[src/rtl/ftbrc_pkg.sv]
// shared types and constants of the ray compositor
`timescale 1ns / 1ps
`default_nettype none
package ftbrc_pkg;

  localparam int SAMPLE_W  = 16;
  localparam int PIXEL_W   = 8;
  localparam int CFG_IDX_W = 2;
  localparam int CFG_W     = 16;

  // register indexes
  localparam logic [CFG_IDX_W-1:0] REG_ALPHA_ONLY = 2'd0;
  localparam logic [CFG_IDX_W-1:0] REG_TERM_LEVEL = 2'd1;
  localparam logic [CFG_IDX_W-1:0] REG_MIN_OPA    = 2'd2;

  // reset values, Q0.16
  localparam logic [SAMPLE_W-1:0] TERM_LEVEL_RESET = 16'd63570;
  localparam logic [SAMPLE_W-1:0] MIN_OPA_RESET    = 16'd1;

  // controller to datapath
  typedef struct packed {
    logic load_in;   // capture the input word
    logic calc_w;    // compute sample weight
    logic acc_upd;   // add weighted terms to accumulators
    logic emit;      // load pixel into output register, clear accumulators
  } cmd_t;

  // datapath to controller
  typedef struct packed {
    logic last;      // captured word ends the ray
    logic out_free;  // output register can take a pixel this cycle
  } sts_t;

endpackage
`default_nettype wire

[src/rtl/ftbrc_ctrl.sv]
// sequencing controller of the ray compositor
`timescale 1ns / 1ps
`default_nettype none
module ftbrc_ctrl (
  input  wire               clk,
  input  wire               rst,
  input  wire               s_tvalid,
  output logic              s_tready,
  input  ftbrc_pkg::sts_t   sts,
  output ftbrc_pkg::cmd_t   cmd
);
  import ftbrc_pkg::*;

  localparam logic [1:0] ST_IDLE = 2'd0;
  localparam logic [1:0] ST_WGT  = 2'd1;
  localparam logic [1:0] ST_ACC  = 2'd2;
  localparam logic [1:0] ST_EMIT = 2'd3;

  logic [1:0] state;
  logic [1:0] state_next;

  always_ff @(posedge clk) begin
    if (rst) begin
      state <= ST_IDLE;
    end else begin
      state <= state_next;
    end
  end

  always_comb begin
    state_next = state;
    cmd        = '0;
    s_tready   = 1'b0;
    case (state)
      ST_IDLE: begin
        s_tready = 1'b1;
        if (s_tvalid) begin
          cmd.load_in = 1'b1;
          state_next  = ST_WGT;
        end
      end
      ST_WGT: begin
        cmd.calc_w = 1'b1;
        state_next = ST_ACC;
      end
      ST_ACC: begin
        cmd.acc_upd = 1'b1;
        state_next  = sts.last ? ST_EMIT : ST_IDLE;
      end
      ST_EMIT: begin
        // hold here while the previous pixel is still unclaimed
        if (sts.out_free) begin
          cmd.emit   = 1'b1;
          state_next = ST_IDLE;
        end
      end
      default: begin
        state_next = ST_IDLE;
      end
    endcase
  end

endmodule
`default_nettype wire

[src/rtl/ftbrc_dp.sv]
// compositing datapath: weight and colour multipliers, accumulators, output register
`timescale 1ns / 1ps
`default_nettype none
module ftbrc_dp #(
  parameter int FRAC_BITS = 16
) (
  input  wire                                  clk,
  input  wire                                  rst,
  input  ftbrc_pkg::cmd_t                      cmd,
  output ftbrc_pkg::sts_t                      sts,
  input  wire [4*ftbrc_pkg::SAMPLE_W-1:0]      s_tdata,
  input  wire [0:0]                            s_tuser,
  input  wire                                  s_tlast,
  input  wire                                  cfg_we,
  input  wire [ftbrc_pkg::CFG_IDX_W-1:0]       cfg_index,
  input  wire [ftbrc_pkg::CFG_W-1:0]           cfg_data,
  output logic                                 m_tvalid,
  input  wire                                  m_tready,
  output logic [4*ftbrc_pkg::PIXEL_W-1:0]      m_tdata
);
  import ftbrc_pkg::*;

  localparam int F = FRAC_BITS;
  localparam logic [F:0]     ONE   = {1'b1, {F{1'b0}}};
  localparam logic [2*F:0]   HALF  = {{(F+1){1'b0}}, 1'b1, {(F-1){1'b0}}};
  localparam logic [F+8:0]   HALF9 = {{9{1'b0}}, 1'b1, {(F-1){1'b0}}};

  // q0.16 to F fraction bits
  function automatic logic [F-1:0] to_fx(input logic [SAMPLE_W-1:0] v);
    logic [F+SAMPLE_W-1:0] t;
    t = {{F{1'b0}}, v} << F;
    t = t >> SAMPLE_W;
    return t[F-1:0];
  endfunction

  // clamp above one, else round(v*255)
  function automatic logic [PIXEL_W-1:0] to_byte(input logic [F+1:0] v);
    logic [F:0]   vc;
    logic [F+8:0] m;
    vc = v[F:0];
    m  = {vc, 8'b0} - {8'b0, vc} + HALF9;
    if (v > {1'b0, ONE}) begin
      return 8'hFF;
    end
    return m[F+7:F];
  endfunction

  // configuration
  logic                mode;
  logic [SAMPLE_W-1:0] term_level;
  logic [SAMPLE_W-1:0] min_opa;

  // captured word
  logic [SAMPLE_W-1:0] in_red, in_green, in_blue, in_opa;
  logic                in_valid, in_last;

  // accumulators
  logic [F+1:0] acc_red, acc_green, acc_blue;
  logic [F:0]   acc_opa;

  logic [F-1:0] w_q;
  logic         contrib;

  // weight stage
  logic [F:0]   rem;
  logic [2*F:0] wprod;
  logic [2*F:0] wsum;
  logic         contrib_next;

  always_comb begin
    rem   = (acc_opa >= ONE) ? '0 : ONE - acc_opa;
    wprod = {{(F+1){1'b0}}, to_fx(in_opa)} * {{F{1'b0}}, rem};
    wsum  = wprod + HALF;
    contrib_next = in_valid && (in_opa >= min_opa)
                   && (acc_opa <= {1'b0, to_fx(term_level)});
  end

  // colour stage, three lanes
  logic [2*F:0] csum_r, csum_g, csum_b;
  logic [F+2:0] s_r, s_g, s_b;
  logic [F+1:0] s_o;

  always_comb begin
    csum_r = {{(F+1){1'b0}}, to_fx(in_red)}   * {{(F+1){1'b0}}, w_q} + HALF;
    csum_g = {{(F+1){1'b0}}, to_fx(in_green)} * {{(F+1){1'b0}}, w_q} + HALF;
    csum_b = {{(F+1){1'b0}}, to_fx(in_blue)}  * {{(F+1){1'b0}}, w_q} + HALF;
    s_r = {1'b0, acc_red}   + {2'b00, csum_r[2*F:F]};
    s_g = {1'b0, acc_green} + {2'b00, csum_g[2*F:F]};
    s_b = {1'b0, acc_blue}  + {2'b00, csum_b[2*F:F]};
    s_o = {1'b0, acc_opa}   + {2'b00, w_q};
  end

  assign sts.last     = in_last;
  assign sts.out_free = !m_tvalid || m_tready;

  // control state, accumulators and configuration
  always_ff @(posedge clk) begin
    if (rst) begin
      mode       <= 1'b0;
      term_level <= TERM_LEVEL_RESET;
      min_opa    <= MIN_OPA_RESET;
      acc_red    <= '0;
      acc_green  <= '0;
      acc_blue   <= '0;
      acc_opa    <= '0;
      m_tvalid   <= 1'b0;
    end else begin
      if (cfg_we) begin
        case (cfg_index)
          REG_ALPHA_ONLY: mode       <= cfg_data[0];
          REG_TERM_LEVEL: term_level <= cfg_data[SAMPLE_W-1:0];
          REG_MIN_OPA:    min_opa    <= cfg_data[SAMPLE_W-1:0];
          default: begin
          end
        endcase
      end
      if (cmd.acc_upd && contrib) begin
        if (!mode) begin
          acc_red   <= s_r[F+2] ? '1 : s_r[F+1:0];
          acc_green <= s_g[F+2] ? '1 : s_g[F+1:0];
          acc_blue  <= s_b[F+2] ? '1 : s_b[F+1:0];
        end
        acc_opa <= s_o[F+1] ? '1 : s_o[F:0];
      end
      if (cmd.emit) begin
        acc_red   <= '0;
        acc_green <= '0;
        acc_blue  <= '0;
        acc_opa   <= '0;
        m_tvalid  <= 1'b1;
      end else if (m_tready) begin
        m_tvalid <= 1'b0;
      end
    end
  end

  // payload registers
  always_ff @(posedge clk) begin
    if (cmd.load_in) begin
      in_red   <= s_tdata[SAMPLE_W-1:0];
      in_green <= s_tdata[2*SAMPLE_W-1:SAMPLE_W];
      in_blue  <= s_tdata[3*SAMPLE_W-1:2*SAMPLE_W];
      in_opa   <= s_tdata[4*SAMPLE_W-1:3*SAMPLE_W];
      in_valid <= s_tuser[0];
      in_last  <= s_tlast;
    end
    if (cmd.calc_w) begin
      w_q     <= wsum[2*F-1:F];
      contrib <= contrib_next;
    end
    if (cmd.emit) begin
      m_tdata <= {to_byte({1'b0, acc_opa}),
                  mode ? 8'h00 : to_byte(acc_blue),
                  mode ? 8'h00 : to_byte(acc_green),
                  mode ? 8'h00 : to_byte(acc_red)};
    end
  end

endmodule
`default_nettype wire

[src/rtl/front_to_back_ray_compositor.sv]
// top level of the front-to-back ray compositor
//
// usage: ray samples arrive on the s_ side, one word per sample; s_tuser[0] says a
// sample is present, s_tlast marks the last word of a ray. every valid sample whose
// opacity reaches min_sample_opacity, while accumulated opacity is not above
// termination_level, is blended front to back into q2.FRAC_BITS colour and q1.FRAC_BITS
// opacity accumulators. on the last word one rgba8 pixel leaves on the m_ side and
// the accumulators clear. each word passes through capture, weight multiply, and
// colour multiply and accumulate; the weight and colour multiplies are a dependent
// loop, and the next word is taken only after the last is accumulated. a ray-ending
// word adds an emit step that loads its pixel. s_tready is high only while the
// controller waits for a word. a pixel waits in the output register while m_tready
// is low; the next ray is still taken, but its emit step holds till the register frees.
// reset (rst, synchronous) clears accumulators, output valid and configuration to
// rgba mode, termination 0.97 and minimum opacity one lsb. configuration writes
// on cfg_we take effect at once and are meant for idle periods.
`timescale 1ns / 1ps
`default_nettype none
module front_to_back_ray_compositor #(
  parameter int FRAC_BITS = 16     // accumulator fraction bits, 8 to 24
) (
  input  wire                                  clk,
  input  wire                                  rst,
  // configuration write port
  input  wire                                  cfg_we,
  input  wire [ftbrc_pkg::CFG_IDX_W-1:0]       cfg_index,
  input  wire [ftbrc_pkg::CFG_W-1:0]           cfg_data,
  // sample words
  input  wire                                  s_tvalid,
  output logic                                 s_tready,
  input  wire [4*ftbrc_pkg::SAMPLE_W-1:0]      s_tdata,  // sample_red, sample_green, sample_blue, sample_opacity
  input  wire [0:0]                            s_tuser,  // sample_valid
  input  wire                                  s_tlast,  // ray_end
  // pixel words
  output logic                                 m_tvalid,
  input  wire                                  m_tready,
  output logic [4*ftbrc_pkg::PIXEL_W-1:0]      m_tdata   // pixel_red, pixel_green, pixel_blue, pixel_alpha
);
  import ftbrc_pkg::*;

  cmd_t cmd;
  sts_t sts;

  // sequencer: capture, weight, accumulate, emit
  ftbrc_ctrl u_ctrl (
    .clk      (clk),
    .rst      (rst),
    .s_tvalid (s_tvalid),
    .s_tready (s_tready),
    .sts      (sts),
    .cmd      (cmd)
  );

  // multipliers, accumulators and the output register
  ftbrc_dp #(
    .FRAC_BITS (FRAC_BITS)
  ) u_dp (
    .clk       (clk),
    .rst       (rst),
    .cmd       (cmd),
    .sts       (sts),
    .s_tdata   (s_tdata),
    .s_tuser   (s_tuser),
    .s_tlast   (s_tlast),
    .cfg_we    (cfg_we),
    .cfg_index (cfg_index),
    .cfg_data  (cfg_data),
    .m_tvalid  (m_tvalid),
    .m_tready  (m_tready),
    .m_tdata   (m_tdata)
  );

endmodule
`default_nettype wire

[config.mk]
export PLATFORM = sky130hd
export DESIGN_NAME = front_to_back_ray_compositor
export DESIGN_NICKNAME = d
export VERILOG_FILES = /design/src/rtl/ftbrc_pkg.sv /design/src/rtl/ftbrc_ctrl.sv /design/src/rtl/ftbrc_dp.sv /design/src/rtl/front_to_back_ray_compositor.sv
export SDC_FILE = /design/constraint.sdc
export NUM_CORES = 2
export LEC_CHECK = 0
export BUFFER_PORTS_ARGS = -buffer_cell sky130_fd_sc_hd__buf_2
export CORE_UTILIZATION = 35
export DETAILED_ROUTE_END_ITERATION = 8
export PLACE_DENSITY = 0.49
export SYNTH_ARGS = -nofsm -noshare
export SYNTH_HDL_FRONTEND = slang
export SYNTH_SLANG_ARGS = --single-unit
[constraint.sdc]
create_clock -name clk -period 8.1 [get_ports clk]
set_input_delay 0.81 -clock clk [delete_from_list [all_inputs] [get_ports clk]]
set_output_delay 0.81 -clock clk [all_outputs]
set_load 0.02 [all_outputs]
Word level (Yosys, flattened, before mapping):

Index checks and enable logic that the tools add are counted.

* flip-flop bits (word level): 222
* word-level logic and storage cells: 103

* add/subtract/negate cells: 17
* multiply operators: 4
* magnitude comparators: 7
* eq/ne operators: 7
* mux-type cells: 34
* bitwise logic cells: 1
* reduce and logical (&&, ||, !) cells: 14

Operators by type and width (number)
* 32-bit by 16-bit adder with 33-bit output, second input constant: 3
* 24-bit by 16-bit adder with 24-bit output, second input constant: 4
* 16-bit by 16-bit multiplier with 32-bit output: 3
* 24-bit by 17-bit subtractor with 24-bit output: 4
* 8-bit 2-to-1 mux: 8
* 18-bit by 17-bit adder with 19-bit output: 3
* 18-bit by 17-bit greater-than comparator with 1-bit output, second input constant: 3
* 18-bit 2-to-1 mux: 3
* 17-bit 2-to-1 mux: 2
* 32-bit by 16-bit adder with 32-bit output, second input constant: 1
* 16-bit by 17-bit multiplier with 32-bit output: 1
* 17-bit by 16-bit adder with 18-bit output: 1
* 17-bit greater-or-equal comparator, second input constant: 1
* 17-bit greater-than comparator, second input constant: 1
* 17-bit by 16-bit less-or-equal comparator with 1-bit output: 1
* 1-bit 2-to-1 mux: 17
* 17-bit subtractor, first input constant: 1
* 16-bit greater-or-equal comparator: 1
* 2-bit AND reduction: 5
* 2-bit one-hot mux with 4 select lines: 1
* 2-bit == test, second input constant: 3
* 2-bit 2-to-1 mux: 3
* 2-bit by 1-bit == test with 1-bit output, second input constant: 2
* 2-bit logical NOT: 2
* other kinds (7): 10

Depth between registers and ports, before layout:

* word-level depth: 6
* mapped depth: 36
* mapped depth without buffers: 32

Cells and area by module:

Synthesis repeated with hierarchy kept, for this count alone.

* cells, all modules: 5234
* area total of the unflattened synthesis: 47369.2 µm²

By module, submodules not included
* ftbrc_dp: times used 1, cells each 5219, area an instance 47251.6 µm², seq. area each 5555.3 µm²
* ftbrc_ctrl: times used 1, cells each 15, area an instance 117.6 µm², seq. area each 40.0 µm²

Worst setup path after synthesis:

No wires, ideal clock.

* kind: flip-flop to flip-flop
* start: register u_dp.w_q[1]
* end: register u_dp.acc_red[14]
* library setup time: 0.119 ns
* arrival: 8.007 ns
* data required time: 7.981 ns
* slack: -0.026 ns
* stages on the path, launching flop included: 34
* clock period less this slack: 8.126 ns
* path through: edfxtp_1 -> clkbuf_1 -> clkbuf_1 -> nand2_1 -> fa_1 -> fa_1 -> inv_1 -> fa_1 -> fa_1 -> fa_1 -> inv_1 -> fa_1 -> inv_1 -> ha_1 -> a21o_1 -> a2111oi_0 -> o21a_1 -> a21oi_1 -> a211o_1 -> a21oi_1 -> inv_1 -> a21oi_1 -> xnor2_1 -> ha_1 -> nand3_1 -> o221ai_1 -> a221o_1 -> a21o_1 -> a21o_1 -> a21oi_2 -> o21a_1 -> buf_4 -> buf_6 -> a21oi_1

* cells in the longest elaborated chain, start to end: 4

RTL lines
* from (decl): RTL line ftbrc_dp.sv:61 `logic [F-1:0] w_q;`
* from (signal assigned): RTL line ftbrc_dp.sv:148 `w_q <= wsum[2*F-1:F];`
* 16-bit by 16-bit multiplier with 32-bit output: RTL line ftbrc_dp.sv:84 `csum_r = {{(F+1){1'b0}}, to_fx(in_red)} * {{(F+1){1'b0}}, w_q} + HALF;`
* 32-bit by 16-bit adder with 33-bit output: RTL line ftbrc_dp.sv:84
* 18-bit by 17-bit adder with 19-bit output: RTL line ftbrc_dp.sv:87 `s_r = {1'b0, acc_red} + {2'b00, csum_r[2*F:F]};`
* 18-bit 2-to-1 mux: RTL line ftbrc_dp.sv:119 `acc_red <= s_r[F+2] ? '1 : s_r[F+1:0];`
* to (signal assigned): RTL line ftbrc_dp.sv:119
* to (decl): RTL line ftbrc_dp.sv:58 `logic [F+1:0] acc_red, acc_green, acc_blue;`

No other way between the ends.
A chain may end at the register's enable or synchronous reset.

Final worst setup path:

* start: register u_dp.w_q[6]
* end: register u_dp.acc_red[4]

Same word-level chain as after synthesis.

==> results.json <==
{
  "rsz0062_at_grt": "yes",
  "clockBufferDepth": 3,
  "ant_nets": 0,
  "root_buffer": "clkbuf_16",
  "syn_nets": 6778,
  "end_kind": "flop",
  "hold_violations": 0,
  "status": "finished, violations left",
  "violations": "DRC",
  "grt_max_degree": 71,
  "cts_tree": "built",
  "crit_family": "adder cells",
  "die_w_um": 370,
  "clk_pin_slew_ns": 0.06,
  "final_util_pct": 40.8,
  "final_common_cell": "inv_1",
  "synth_ff_type": "edfxtp_1",
  "fin_cells": 7350,
  "met2WireLength_um": 62700,
  "clock_latency_ns": 0.61,
  "synth_edf_count": 115,
  "worst_hold_slack_ns": 0.372,
  "required_ns": 8.59,
  "fin_crit_sh_pct": 99.6,
  "most-common-layout-cells": "inv_1, fa_1, nand2_1",
  "start_util_pct": 35.3,
  "dr.first_iter.drc_count": 1461,
  "grt_util_all_layers_pct": 19.7,
  "via_per_inst": 4.82,
  "ys_seq_elements": 222,
  "wl_met1_um": 60400,
  "drc": 10,
  "ff_latch_area_um2": 5600,
  "worst_pin_slew_ns": 1.03,
  "drt_pre_antenna_iters": 8,
  "std_cell_rows": 134,
  "wl_per_cell_um": 17.8,
  "pin_count": 123,
  "crit_slowest_cell": "fa_1",
  "synth_cell_types": 73,
  "cpPeakStageDelay_ns": 0.54,
  "cp_max_fo": 7,
  "die_y_um": 370,
  "yosys_warnings": 0,
  "avgSynthCellArea_um2": 9.05,
  "cts.sinks": 222,
  "worstPathArrival_ns": 8.56,
  "wl_met3_um": 4710,
  "setup_viol": 0,
  "routed_wl_um": 131000,
  "place_inst": 7228,
  "fin_worst_skew_ns": 0.0425,
  "seq_area_frac_synth_pct": 11.8,
  "cp_common_cell": "fa_1",
  "fillers": 13500,
  "vias": 35500,
  "gp_congestion": 0.840,
  "min_period_ns": 8.06,
  "syn_inst": 5223,
  "die-area_um2": 137000,
  "min_path_type": "input port to flop",
  "dp_hpwl_um": 106000,
  "htreeDepth": 2,
  "grt_pass1_vias": 38000,
  "syn_area_um2": 47300,
  "top_layer_used": "met5",
  "drv_slew": 0,
  "critPathKind": "flop to flop",
  "antenna_found_initial": 10,
  "cts_buffers": 35,
  "area_growth_pct": 15.4,
  "port_buffers": 122,
  "drive_above_1_share_pct": 13.6,
  "async_reset_ff_share_pct": 0,
  "cp-start-kind": "flop",
  "core_area_um2": 134000,
  "grt_overflow": 0,
  "multi_input_area_um2": 37400,
  "relSlewSlack_pct": 30.8,
  "grt_pass1_wl_um": 212000,
  "max_clock_freq_mhz": 124,
  "cp_num_buf_inv": 8,
  "final_nets": 7109,
  "maxCapViolCount": 0
}
## worst register-to-register path: cells and delay by family, from the launching register on
family / cells / cell delay [ns]
buffers and inverters: 8 / 0.82
AOI/OAI and AO/OA: 13 / 2.56
adders and majority gates: 8 / 3.46
and+or+nand+nor: 4 / 0.56
xor gates and xnor gates: 1 / 0.18
DFF: 1 / 0.41
## final timing paths
path                                        from                to  slack [ns]  cells past startpoint
worst max-delay path                 u_dp.w_q[6]   u_dp.acc_red[4]        0.04                     34
worst min-delay path                 s_tdata[12]   u_dp.in_red[12]        0.37                      1
worst max register to register       u_dp.w_q[6]   u_dp.acc_red[4]        0.04                     34
worst min register to register  u_dp.min_opa[14]  u_dp.min_opa[14]        0.45                      2
## cells in the mapped netlist (8+ instances only)
library cell	n	area (µm²)
nor4_1	14	87.6
nor2b_1	16	100
ha_1	674	8430
o21bai_1	16	120
and4_1	8	70.1
inv_1	1129	4240
nand2_1	669	2510
o31ai_1	9	67.6
nor3_1	46	230
fa_1	792	15900
a21oi_1	209	1050
edfxtp_1	115	3450
o221a_2	36	405
and2_1	454	2840
a31oi_1	13	81.3
a211oi_1	9	67.6
nand3_1	31	155
a211o_1	15	131
o211ai_1	9	67.6
a21o_1	52	390
clkbuf_1	197	739
or3_1	8	50.1
and3_1	47	294
nor2_1	110	413
o21a_1	26	195
xor2_1	53	464
xnor2_1	108	946
o21ai_0	93	465
nand4_1	28	175
nand2b_1	14	87.6
dfxtp_1	107	2140
## cells by family after synthesis
logic type / share of synthesized area, %
AND/OR/NAND/NOR: 15.2
adder cells (fa/ha/maj): 51.4
buffers and inverters: 10.6
AO/OA/AOI/OAI: 7.88
flip-flops: 11.8
XOR/XNOR: 2.98
multiplexers: 0.0424
## flip-flops by register name (all words and copies together) (netlist names)
register and cells:
u_ctrl.state 2, u_dp.acc_blue 18, u_dp.acc_green 18, u_dp.acc_opa 17, u_dp.acc_red 18, u_dp.contrib 1, u_dp.in_blue 16, u_dp.in_green 16
u_dp.in_last 1, u_dp.in_opa 16, u_dp.in_red 16, u_dp.in_valid 1, u_dp.m_tdata 32, u_dp.m_tvalid 1, u_dp.min_opa 16, u_dp.mode 1
u_dp.term_level 16, u_dp.w_q 16
## through the flow
step / area (µm²) / worst slack (ns) / setup TNS (ns)
CTS: 54000 / -0.0416 / -0.758
global placement: 52000 / -0.559 / -22.20
floorplan: 47300 / 0.0229 / 0
finish: 54500 / 0.0351 / 0
detailed placement: 52000 / -0.586 / -23.57
global route: 54500 / -0.279 / -10.39
## layer usage
metal / vias up / GRT usage (%)
li1: 16900 / -
met1: 17800 / 26.8
met2: 539 / 33.5
met3: 130 / 2.04
met4: 10 / 4.61
met5: - / 0
## timing repair
item                                    4_1_cts  5_1_grt
gates cloned                                  2        1
gates resized for setup                      97      105
hold buffers                                  0        0
endpoints found under the setup margin       53       61
pin swaps                                    54      105
setup buffers                                37       28
## layout make-up
type | count | share of cell area [%]
antenna | 1 | 0.00459
clock buffer | 50 | 1.94
clock inverter | 14 | 0.310
inverter | 1129 | 7.77
multi-input combinational | 3665 | 68.5
sequential | 222 | 10.3
tap | 1768 | 4.06
timing repair buffer | 501 | 7.15
Power is left out: the tool's default activity adds up to more than one toggle a clock period on the data nets, which glitch-free logic cannot reach.
